[src/hdl/meur_pkg.sv]
// Shared types and constants for the multiturn encoder unwrap block.
package meur_pkg;

    // Fixed field widths of the sample and result items.
    localparam int CH_IN_W     = 3;
    localparam int ANGLE_RAW_W = 13;
    localparam int RATE_W      = 14;
    localparam int TURN_W      = 16;
    localparam int POS_W       = 29;
    localparam int X_W         = 30;
    localparam int ANG_W       = 38;
    localparam int ALU_W       = 38;

    // Bias register file.
    localparam int CFG_IDX_W = 3;
    localparam int NUM_BIAS  = 7;

    // Encoder geometry: 8192 counts per turn, unwrap threshold at half a turn.
    localparam int HALF_TURN = 4096;
    localparam int FULL_TURN = 8192;

    localparam logic signed [TURN_W-1:0] TURN_MAX = 16'sh7FFF;
    localparam logic signed [TURN_W-1:0] TURN_MIN = 16'sh8000;

    // Sequencer states.
    typedef enum logic [3:0] {
        ST_IDLE,
        ST_LOAD,
        ST_WIN_OUT,
        ST_WIN_IN,
        ST_MUL,
        ST_ABS,
        ST_DIV,
        ST_SIGN,
        ST_DONE
    } meur_state_t;

    // Request to the shared add/subtract unit.
    typedef struct packed {
        logic [ALU_W-1:0] a;
        logic [ALU_W-1:0] b;
        logic             sub;
    } alu_req_t;

endpackage

[src/hdl/meur_alu.sv]
// Shared add/subtract unit used by every arithmetic step of the sequencer but the divide.
module meur_alu
    import meur_pkg::*;
(
    input  alu_req_t         req,
    output logic [ALU_W-1:0] y
);

    // One wide adder; subtraction by the same carry chain.
    always_comb begin
        if (req.sub) begin
            y = req.a - req.b;
        end else begin
            y = req.a + req.b;
        end
    end

endmodule

[src/hdl/meur_win_mem.sv]
// Rate window memory: one address, synchronous write and registered read.
module meur_win_mem #(
    parameter int DEPTH  = 56,
    parameter int ADDR_W = 6,
    parameter int DATA_W = 14
) (
    input  logic              aclk,
    input  logic              we,
    input  logic [ADDR_W-1:0] addr,
    input  logic [DATA_W-1:0] wdata,
    output logic [DATA_W-1:0] rdata
);

    logic [DATA_W-1:0] mem_reg [DEPTH];
    logic [DATA_W-1:0] rdata_reg;

    // Write port.
    always_ff @(posedge aclk) begin
        if (we) begin
            mem_reg[addr] <= wdata;
        end
    end

    // Registered read port.
    always_ff @(posedge aclk) begin
        rdata_reg <= mem_reg[addr];
    end

    assign rdata = rdata_reg;

endmodule

[src/hdl/multiturn_encoder_unwrap_rate.sv]
// Top level: multiturn encoder unwrap with moving-average rate and angle scaling.
//
//  Channel  Ports                                   Handshake
//  -------  --------------------------------------  ------------------
//  sample   s_channel, s_angle_raw                  s_valid / s_ready
//  result   m_channel_out .. m_initial_angle        m_valid / m_ready
//  config   cfg_index, cfg_wdata                    cfg_wr_en
//
// Each sample runs through load, two window steps, three partial sums of the multiply
// by 360, magnitude, divide, sign, result hand-off and the return to idle before the
// next sample is accepted. The window sum is divided by one reciprocal multiply.
// Reset is synchronous and active low; it clears all per-channel state, and the
// window memory is masked by a per-channel fill flag instead of being cleared.
// A finished result waits in the output register while the next sample is taken;
// the sequencer stalls only when a second result is ready before the first is taken.
module multiturn_encoder_unwrap_rate
    import meur_pkg::*;
#(
    parameter int WINDOW_SIZE = 8,
    parameter int CHANNELS    = 7
) (
    input  logic                       aclk,
    input  logic                       aresetn,

    input  logic                       s_valid,
    output logic                       s_ready,
    input  logic [CH_IN_W-1:0]         s_channel,
    input  logic [ANGLE_RAW_W-1:0]     s_angle_raw,

    output logic                       m_valid,
    input  logic                       m_ready,
    output logic [CH_IN_W-1:0]         m_channel_out,
    output logic signed [POS_W-1:0]    m_continuous_position,
    output logic signed [TURN_W-1:0]   m_turn_count,
    output logic signed [RATE_W-1:0]   m_raw_rate,
    output logic signed [RATE_W-1:0]   m_filtered_rate,
    output logic signed [ANG_W-1:0]    m_angle_scaled,
    output logic signed [ANG_W-1:0]    m_initial_angle,

    input  logic                       cfg_wr_en,
    input  logic [CFG_IDX_W-1:0]       cfg_index,
    input  logic [ANGLE_RAW_W-1:0]     cfg_wdata
);

    localparam int CLOGW  = $clog2(WINDOW_SIZE);
    localparam int PTR_W  = (WINDOW_SIZE > 1) ? CLOGW : 1;
    localparam int CH_W   = (CHANNELS > 1) ? $clog2(CHANNELS) : 1;
    localparam int DEPTH  = CHANNELS * WINDOW_SIZE;
    localparam int ADDR_W = (DEPTH > 1) ? $clog2(DEPTH) : 1;
    localparam int SUM_W  = RATE_W + CLOGW;
    localparam int MAG_W  = SUM_W - 1;
    localparam int CNT_W  = 2;
    // Reciprocal of the window size, exact for every magnitude below 2**MAG_W.
    localparam int DIV_K  = MAG_W + CLOGW;
    localparam int RCP_W  = MAG_W + 1;
    localparam int PROD_W = DIV_K + MAG_W;
    localparam int RECIP  = ((1 << DIV_K) + WINDOW_SIZE - 1) / WINDOW_SIZE;
    localparam logic [RCP_W-1:0] RECIP_V = RCP_W'(RECIP);

    // Sequencer.
    meur_state_t state_reg, state_next;
    logic [CNT_W-1:0] step_reg;

    // Configuration.
    logic [ANGLE_RAW_W-1:0] bias_reg [NUM_BIAS];

    // Per-channel state.
    logic [ANGLE_RAW_W-1:0]   last_angle_reg [CHANNELS];
    logic signed [TURN_W-1:0] turns_reg      [CHANNELS];
    logic [PTR_W-1:0]         ptr_reg        [CHANNELS];
    logic                     full_reg       [CHANNELS];
    logic                     seen_reg       [CHANNELS];
    logic signed [ANG_W-1:0]  first_reg      [CHANNELS];
    logic signed [SUM_W-1:0]  sum_reg        [CHANNELS];

    // Working registers of the current item.
    logic [CH_IN_W-1:0]        ch_reg;
    logic [ANGLE_RAW_W-1:0]    raw_reg;
    logic signed [RATE_W-1:0]  rate_reg;
    logic signed [TURN_W-1:0]  turn_cur_reg;
    logic signed [POS_W-1:0]   pos_reg;
    logic signed [X_W-1:0]     x_reg;
    logic signed [ALU_W-1:0]   acc_reg;
    logic signed [ALU_W-1:0]   prod_reg;
    logic signed [SUM_W-1:0]   sum_cur_reg;
    logic                      neg_reg;
    logic [MAG_W-1:0]          quo_reg;
    logic signed [RATE_W-1:0]  frate_reg;

    // Output register.
    logic                      m_valid_reg;
    logic [CH_IN_W-1:0]        out_ch_reg;
    logic signed [POS_W-1:0]   out_pos_reg;
    logic signed [TURN_W-1:0]  out_turns_reg;
    logic signed [RATE_W-1:0]  out_rate_reg;
    logic signed [RATE_W-1:0]  out_frate_reg;
    logic signed [ANG_W-1:0]   out_ang_reg;
    logic signed [ANG_W-1:0]   out_init_reg;

    logic                      in_accept;
    logic                      ch_ok;
    logic                      out_load;
    logic                      mem_we;
    logic [CH_W-1:0]           ch_idx;
    logic [ADDR_W-1:0]         win_addr;
    logic [RATE_W-1:0]         win_rdata;
    logic signed [RATE_W-1:0]  win_old;
    alu_req_t                  alu_req;
    logic [ALU_W-1:0]          alu_y;
    logic signed [ALU_W-1:0]   alu_sy;
    logic [ANGLE_RAW_W-1:0]    cur_bias;
    logic signed [14:0]        diff;
    logic signed [14:0]        rate_wide;
    logic signed [TURN_W-1:0]  turn_new;
    logic signed [POS_W-1:0]   pos_new;
    logic signed [ALU_W-1:0]   x_ext;
    logic [PROD_W-1:0]         div_prod;

    assign in_accept = s_valid && s_ready;
    assign ch_ok     = 5'(s_channel) < 5'(CHANNELS);
    assign ch_idx    = CH_W'(ch_reg);
    assign win_addr  = ADDR_W'(int'(ch_idx) * WINDOW_SIZE + int'(ptr_reg[ch_idx]));
    assign alu_sy    = $signed(alu_y);
    assign x_ext     = ALU_W'(x_reg);
    assign cur_bias  = (ch_reg < CH_IN_W'(NUM_BIAS)) ? bias_reg[ch_reg] : '0;
    // An entry not yet written since reset counts as zero.
    assign win_old   = full_reg[ch_idx] ? $signed(win_rdata) : '0;
    // Magnitude times the reciprocal; the upper bits are the truncated quotient.
    assign div_prod  = PROD_W'(quo_reg) * PROD_W'(RECIP_V);

    // Unwrap the angle difference against the previous sample of this channel.
    always_comb begin
        diff     = $signed({2'b00, raw_reg}) - $signed({2'b00, last_angle_reg[ch_idx]});
        turn_new = turns_reg[ch_idx];
        if (diff < -HALF_TURN) begin
            rate_wide = diff + 15'(FULL_TURN);
            if (turn_new != TURN_MAX) begin
                turn_new = turn_new + 16'sd1;
            end
        end else if (diff > HALF_TURN) begin
            rate_wide = diff - 15'(FULL_TURN);
            if (turn_new != TURN_MIN) begin
                turn_new = turn_new - 16'sd1;
            end
        end else begin
            rate_wide = diff;
        end
        pos_new = {turn_new, raw_reg};
    end

    meur_alu u_alu (
        .req (alu_req),
        .y   (alu_y)
    );

    meur_win_mem #(
        .DEPTH  (DEPTH),
        .ADDR_W (ADDR_W),
        .DATA_W (RATE_W)
    ) u_win_mem (
        .aclk  (aclk),
        .we    (mem_we),
        .addr  (win_addr),
        .wdata (rate_reg),
        .rdata (win_rdata)
    );

    // Next-state logic of the sequencer.
    always_comb begin
        state_next = state_reg;
        case (state_reg)
            ST_IDLE: begin
                if (in_accept && ch_ok) begin
                    state_next = ST_LOAD;
                end
            end
            ST_LOAD:    state_next = ST_WIN_OUT;
            ST_WIN_OUT: state_next = ST_WIN_IN;
            ST_WIN_IN:  state_next = ST_MUL;
            ST_MUL: begin
                if (step_reg == CNT_W'(2)) begin
                    state_next = ST_ABS;
                end
            end
            ST_ABS:  state_next = ST_DIV;
            ST_DIV:  state_next = ST_SIGN;
            ST_SIGN: state_next = ST_DONE;
            ST_DONE: begin
                if (out_load) begin
                    state_next = ST_IDLE;
                end
            end
            default: state_next = ST_IDLE;
        endcase
    end

    // Sequencer outputs: handshakes, memory write and the shared adder's operands.
    always_comb begin
        s_ready     = 1'b0;
        mem_we      = 1'b0;
        out_load    = 1'b0;
        alu_req.a   = '0;
        alu_req.b   = '0;
        alu_req.sub = 1'b0;
        case (state_reg)
            ST_IDLE: begin
                s_ready = 1'b1;
            end
            ST_LOAD: begin
                // Offset position: turns*8192 + raw - bias.
                alu_req.a   = ALU_W'(pos_new);
                alu_req.b   = ALU_W'(cur_bias);
                alu_req.sub = 1'b1;
            end
            ST_WIN_OUT: begin
                alu_req.a   = ALU_W'(sum_reg[ch_idx]);
                alu_req.b   = ALU_W'(win_old);
                alu_req.sub = 1'b1;
            end
            ST_WIN_IN: begin
                alu_req.a = acc_reg;
                alu_req.b = ALU_W'(rate_reg);
                mem_we    = 1'b1;
            end
            ST_MUL: begin
                // 360 = 256 + 64 + 32 + 8, one partial sum per step.
                case (step_reg)
                    CNT_W'(0): begin
                        alu_req.a = x_ext <<< 8;
                        alu_req.b = x_ext <<< 6;
                    end
                    CNT_W'(1): begin
                        alu_req.a = prod_reg;
                        alu_req.b = x_ext <<< 5;
                    end
                    default: begin
                        alu_req.a = prod_reg;
                        alu_req.b = x_ext <<< 3;
                    end
                endcase
            end
            ST_ABS: begin
                alu_req.b   = ALU_W'(sum_cur_reg);
                alu_req.sub = 1'b1;
            end
            ST_SIGN: begin
                alu_req.b   = ALU_W'(quo_reg);
                alu_req.sub = neg_reg;
            end
            ST_DONE: begin
                out_load = !m_valid_reg || m_ready;
            end
            default: begin
                s_ready = 1'b0;
            end
        endcase
    end

    // Control state, configuration and per-channel state.
    always_ff @(posedge aclk) begin
        if (!aresetn) begin
            state_reg   <= ST_IDLE;
            step_reg    <= '0;
            m_valid_reg <= 1'b0;
            for (int i = 0; i < NUM_BIAS; i++) begin
                bias_reg[i] <= '0;
            end
            for (int c = 0; c < CHANNELS; c++) begin
                last_angle_reg[c] <= '0;
                turns_reg[c]      <= '0;
                ptr_reg[c]        <= '0;
                full_reg[c]       <= 1'b0;
                seen_reg[c]       <= 1'b0;
                first_reg[c]      <= '0;
                sum_reg[c]        <= '0;
            end
        end else begin
            state_reg <= state_next;

            // Step counter for the multiply loop.
            if (state_next != state_reg) begin
                step_reg <= '0;
            end else if (state_reg == ST_MUL) begin
                step_reg <= step_reg + CNT_W'(1);
            end

            if (cfg_wr_en && cfg_index < CFG_IDX_W'(NUM_BIAS)) begin
                bias_reg[cfg_index] <= cfg_wdata;
            end

            if (state_reg == ST_LOAD) begin
                last_angle_reg[ch_idx] <= raw_reg;
                turns_reg[ch_idx]      <= turn_new;
            end

            // Window write: advance the pointer and mark the window full on wrap.
            if (state_reg == ST_WIN_IN) begin
                sum_reg[ch_idx] <= SUM_W'(alu_sy);
                if (ptr_reg[ch_idx] == PTR_W'(WINDOW_SIZE - 1)) begin
                    ptr_reg[ch_idx]  <= '0;
                    full_reg[ch_idx] <= 1'b1;
                end else begin
                    ptr_reg[ch_idx] <= ptr_reg[ch_idx] + PTR_W'(1);
                end
            end

            if (out_load) begin
                seen_reg[ch_idx] <= 1'b1;
                if (!seen_reg[ch_idx]) begin
                    first_reg[ch_idx] <= prod_reg;
                end
            end

            if (out_load) begin
                m_valid_reg <= 1'b1;
            end else if (m_ready) begin
                m_valid_reg <= 1'b0;
            end
        end
    end

    // Datapath registers of the current item.
    always_ff @(posedge aclk) begin
        if (state_reg == ST_IDLE && in_accept) begin
            ch_reg  <= s_channel;
            raw_reg <= s_angle_raw;
        end
        case (state_reg)
            ST_LOAD: begin
                rate_reg     <= RATE_W'(rate_wide);
                turn_cur_reg <= turn_new;
                pos_reg      <= pos_new;
                x_reg        <= X_W'(alu_sy);
            end
            ST_WIN_OUT: begin
                acc_reg <= alu_sy;
            end
            ST_WIN_IN: begin
                sum_cur_reg <= SUM_W'(alu_sy);
            end
            ST_MUL: begin
                prod_reg <= alu_sy;
            end
            ST_ABS: begin
                neg_reg <= sum_cur_reg[SUM_W-1];
                if (sum_cur_reg[SUM_W-1]) begin
                    quo_reg <= alu_y[MAG_W-1:0];
                end else begin
                    quo_reg <= sum_cur_reg[MAG_W-1:0];
                end
            end
            ST_DIV: begin
                // Divide the magnitude by the window size, truncating.
                quo_reg <= div_prod[PROD_W-1:DIV_K];
            end
            ST_SIGN: begin
                frate_reg <= RATE_W'(alu_sy);
            end
            default: begin
                acc_reg <= acc_reg;
            end
        endcase
    end

    // Output register.
    always_ff @(posedge aclk) begin
        if (out_load) begin
            out_ch_reg    <= ch_reg;
            out_pos_reg   <= pos_reg;
            out_turns_reg <= turn_cur_reg;
            out_rate_reg  <= rate_reg;
            out_frate_reg <= frate_reg;
            out_ang_reg   <= prod_reg;
            out_init_reg  <= seen_reg[ch_idx] ? first_reg[ch_idx] : prod_reg;
        end
    end

    assign m_valid               = m_valid_reg;
    assign m_channel_out         = out_ch_reg;
    assign m_continuous_position = out_pos_reg;
    assign m_turn_count          = out_turns_reg;
    assign m_raw_rate            = out_rate_reg;
    assign m_filtered_rate       = out_frate_reg;
    assign m_angle_scaled        = out_ang_reg;
    assign m_initial_angle       = out_init_reg;

    // The averaged rate never leaves the range of a single raw rate.
    assert property (@(posedge aclk) disable iff (!aresetn)
        out_load |-> (frate_reg >= -HALF_TURN && frate_reg <= HALF_TURN))
        else $error("filtered rate out of range");

    // The window pointer of the active channel stays inside the window.
    assert property (@(posedge aclk) disable iff (!aresetn)
        state_reg == ST_WIN_IN |-> int'(ptr_reg[ch_idx]) < WINDOW_SIZE)
        else $error("window pointer out of range");

    // The divide step always hands over to the sign step.
    assert property (@(posedge aclk) disable iff (!aresetn)
        state_reg == ST_DIV |=> state_reg == ST_SIGN)
        else $error("divide step not followed by sign step");

    // A sample for a known channel always starts the sequence.
    assert property (@(posedge aclk) disable iff (!aresetn)
        (in_accept && ch_ok) |=> state_reg == ST_LOAD)
        else $error("accepted item not processed");

endmodule

[config.mk]
export PLATFORM = sky130hd
export DESIGN_NAME = multiturn_encoder_unwrap_rate
export DESIGN_NICKNAME = d
export VERILOG_FILES = /design/src/hdl/meur_pkg.sv /design/src/hdl/meur_alu.sv /design/src/hdl/meur_win_mem.sv /design/src/hdl/multiturn_encoder_unwrap_rate.sv
export SDC_FILE = /design/constraint.sdc
export NUM_CORES = 2
export LEC_CHECK = 0
export ABC_AREA = 1
export BUFFER_PORTS_ARGS = -buffer_cell sky130_fd_sc_hd__buf_2
export CORE_AREA = 2 2 533 535
export DETAILED_ROUTE_END_ITERATION = 10
export DIE_AREA = 0 0 535 537
export HOLD_SLACK_MARGIN = 0.08
export PLACE_DENSITY = 0.53
export SETUP_SLACK_MARGIN = 0.15
export SYNTH_ARGS = -nofsm -noshare
export SYNTH_HDL_FRONTEND = slang
export SYNTH_SLANG_ARGS = --single-unit
[constraint.sdc]
create_clock -name aclk -period 7.9 [get_ports aclk]
set_input_delay 2.37 -clock aclk [delete_from_list [all_inputs] [get_ports aclk]]
set_output_delay 2.37 -clock aclk [all_outputs]
set_load 0.05 [all_outputs]
==> out/results.ini <==
[placement]
place_ws_ns = 1.146
dp_hpwl_um = 180700
port_buffers = 190
place_congestion = 0.9214

[clocking]
cts_setup_buffers = 0
htreeDepth = 4
cts_tree = done
clockBufferDepth = 4
numClockSinks = 1973
clock-root-buffer = clkbuf_16
clk_latency_ns = 0.92
cts_resized = 0
cts_hold_buf = 0
clk_pin_slew_ns = 0.06
numCtsBuffers = 220

[sta]
slew_viol_final = 0
fin_tns_setup_ns = 0
rsz0062_at_grt = false
hold_viol = 0
tightest_slew_ns = 1.126
finalCritPeriodShare_pct = 85.63
max_freq_mhz = 147.8
max_slew_margin_pct = 24.68
setup_ws_ns = 1.135
period_needed_ns = 6.765
setup_viol = 0
fin_skew_ns = 0.1264

[routing]
initialDrtViolationCount = 6312
wl_per_cell_um = 24.28
met3WireLength_um = 16700
vias_per_cell = 5.040
num_vias = 59240
wl_um = 285300
ant_nets = 0
wl_met1_um = 118800
drcViolationCount = 0
first_pass_iters = 7
dr_wl_met2_um = 136800
maxUsedRoutingLayer = met4

[power_and_ir_drop]
power_density_nw_per_um2 = 312.1
p_leak_nw = 35.25
peakVddDrop_mv = 0.2444

[setup_path]
cp_max_fo = 54
arrival_ns = 7.46
critPathRequiredTime_ns = 8.60
worstSetupPathType = register to register
start_kind = register
max_stage_delay_ns = 0.67
cp_common_cell = nand2_1
cpMaxStageDelayCell = xor2_1
critPathCaptureType = register

[cells_and_area]
final_cell_mix = edfxtp_1 (1,837), nand2_1 (1,407), nor2_1 (1,241), inv_1 (590), o21ai_0 (505)
layout.nets = 7924
largest_reg_flops = 784
area_growth_pct = 15.21
final_layout_size_suffix_gt1_share_pct = 10.66
final_common_cell = edfxtp_1

[floorplanning]
core-area_um2 = 281300
start_util_pct = 29.94
io_pins = 191
row_count = 195
dieArea_um2 = 287300
die_w_um = 535
die_y_um = 537

[synth]
avgSynthCellArea_um2 = 11.07
async_flop_share_pct = 0
ys_types = 59
synth_top_area_cell = edfxtp_1
synth-edff-count = 1837
synth_top_area_share_pct = 65.50
synth_area_um2 = 84210
yosysWarnings = 0
synth_flop_cell = edfxtp_1
syn-instance-count = 7608
ys_seq_area_share_pct = 68.74
synth_area_leaders = edfxtp_1 (66%), nand2_1 (6.3%), nor2_1 (5.7%)
ys_ff_latch = 1973

[global_routing]
grt_pass1_vias = 57380
grt_use_total_pct = 19.33
grt-ovfl-total = 0
grt_pass1_wl_um = 409700
antenna_found_initial = 7
grt_max_degree = 124

[flow_run]
drv_cap = 0

[outcome]
status = completed

[worst_hold_path]
hold_class = register to register

==> cells in the mapped netlist (all sizes together), types with 16 or more instances <==
| master | number |
|---|---|
| a211oi | 40 |
| a21oi | 263 |
| a221oi | 77 |
| a22o | 30 |
| a22oi | 159 |
| a31oi | 16 |
| buf | 167 |
| clkbuf | 233 |
| dfxtp | 136 |
| edfxtp | 1837 |
| ha | 59 |
| inv | 632 |
| nand2 | 1420 |
| nand3 | 257 |
| nand4 | 79 |
| nor2 | 1293 |
| nor3 | 32 |
| o211ai | 61 |
| o21ai | 553 |
| o221ai | 21 |
| o22ai | 85 |
| xnor2 | 27 |
| xor2 | 55 |
==> stage by stage <==
stage | utilization, % | hold slack [ns] | power, mW | area [um2] | cells
after floorplan | - | 0.4003 | 16.97 | 84260 | 7620
after global placement | 31.97 | 0.4025 | 20.29 | 89930 | 11350
after detailed placement | 31.97 | 0.4052 | 20.29 | 89930 | 11350
after CTS | 34.48 | 0.4014 | 30.48 | 97010 | 11750
after global routing | 34.49 | 0.4235 | 31.46 | 97010 | 11750
final | 34.49 | 0.4074 | 30.28 | 97020 | 11750
==> logic make-up (layout without fill, tap and decap cells) <==
family / after synthesis / in the layout / share of synthesized area [%]
AOI/OAI and AO/OA: 1348 / 1348 / 9.726
xor gates and xnor gates: 82 / 82 / 0.8885
adders and majority gates: 61 / 61 / 0.9242
buffers and inverters: 1044 / 1429 / 5.013
DFF: 1973 / 1973 / 68.74
other: 1 / 17 / 0.004453
and+or+nand+nor: 3099 / 3099 / 14.71
==> cell type report <==
class / instances / area, um2
antenna: 4 / 10.01
clock buffer: 299 / 6003
clock inverter: 102 / 1081
fill: 27920 / 184300
inverter: 644 / 2456
multi-input combinational: 4603 / 22370
sequential: 1973 / 57900
tap: 3743 / 4683
timing repair buffer: 384 / 2520
==> worst max-delay path: cells and delay by family, from the launching register on <==
family,cells,cell delay (ns)
adders and majority gates,2,0.78
DFF,1,0.42
AOI/OAI and AO/OA,5,1.07
buffers and inverters,6,1.23
and+or+nand+nor,15,2.18
xor gates and xnor gates,2,0.88
==> metal layers <==
layer / vias up / global-route usage, %
met5: - / 0
met4: 0 / 8.251
met3: 483 / 2.149
met2: 2237 / 32.49
met1: 29610 / 25.27
li1: 26910 / -
==> where the power goes <==
group          internal [mW]  switching (mW)  total [mW]
combinational           1.83            5.61        7.44
sequential              12.4           0.272        12.6
clock                   5.93            4.26        10.2
==> path summary, 6_finish.rpt <==
| kind | startpoint | end | slack [ns] | cells past startpoint |
|---|---|---|---|---|
| max | register | prod_reg[36]$_DFFE_PP_ | 1.14 | 30 |
| min | turn_cur_reg[11]$_DFFE_PP_ | m_continuous_position[24]$_DFFE_PP_ | 0.41 | 0 |
| max reg2reg | register | prod_reg[36]$_DFFE_PP_ | 1.14 | 30 |
| min reg2reg | turn_cur_reg[11]$_DFFE_PP_ | m_continuous_position[24]$_DFFE_PP_ | 0.41 | 0 |
Note: power is estimated with default switching activity, not from simulation.
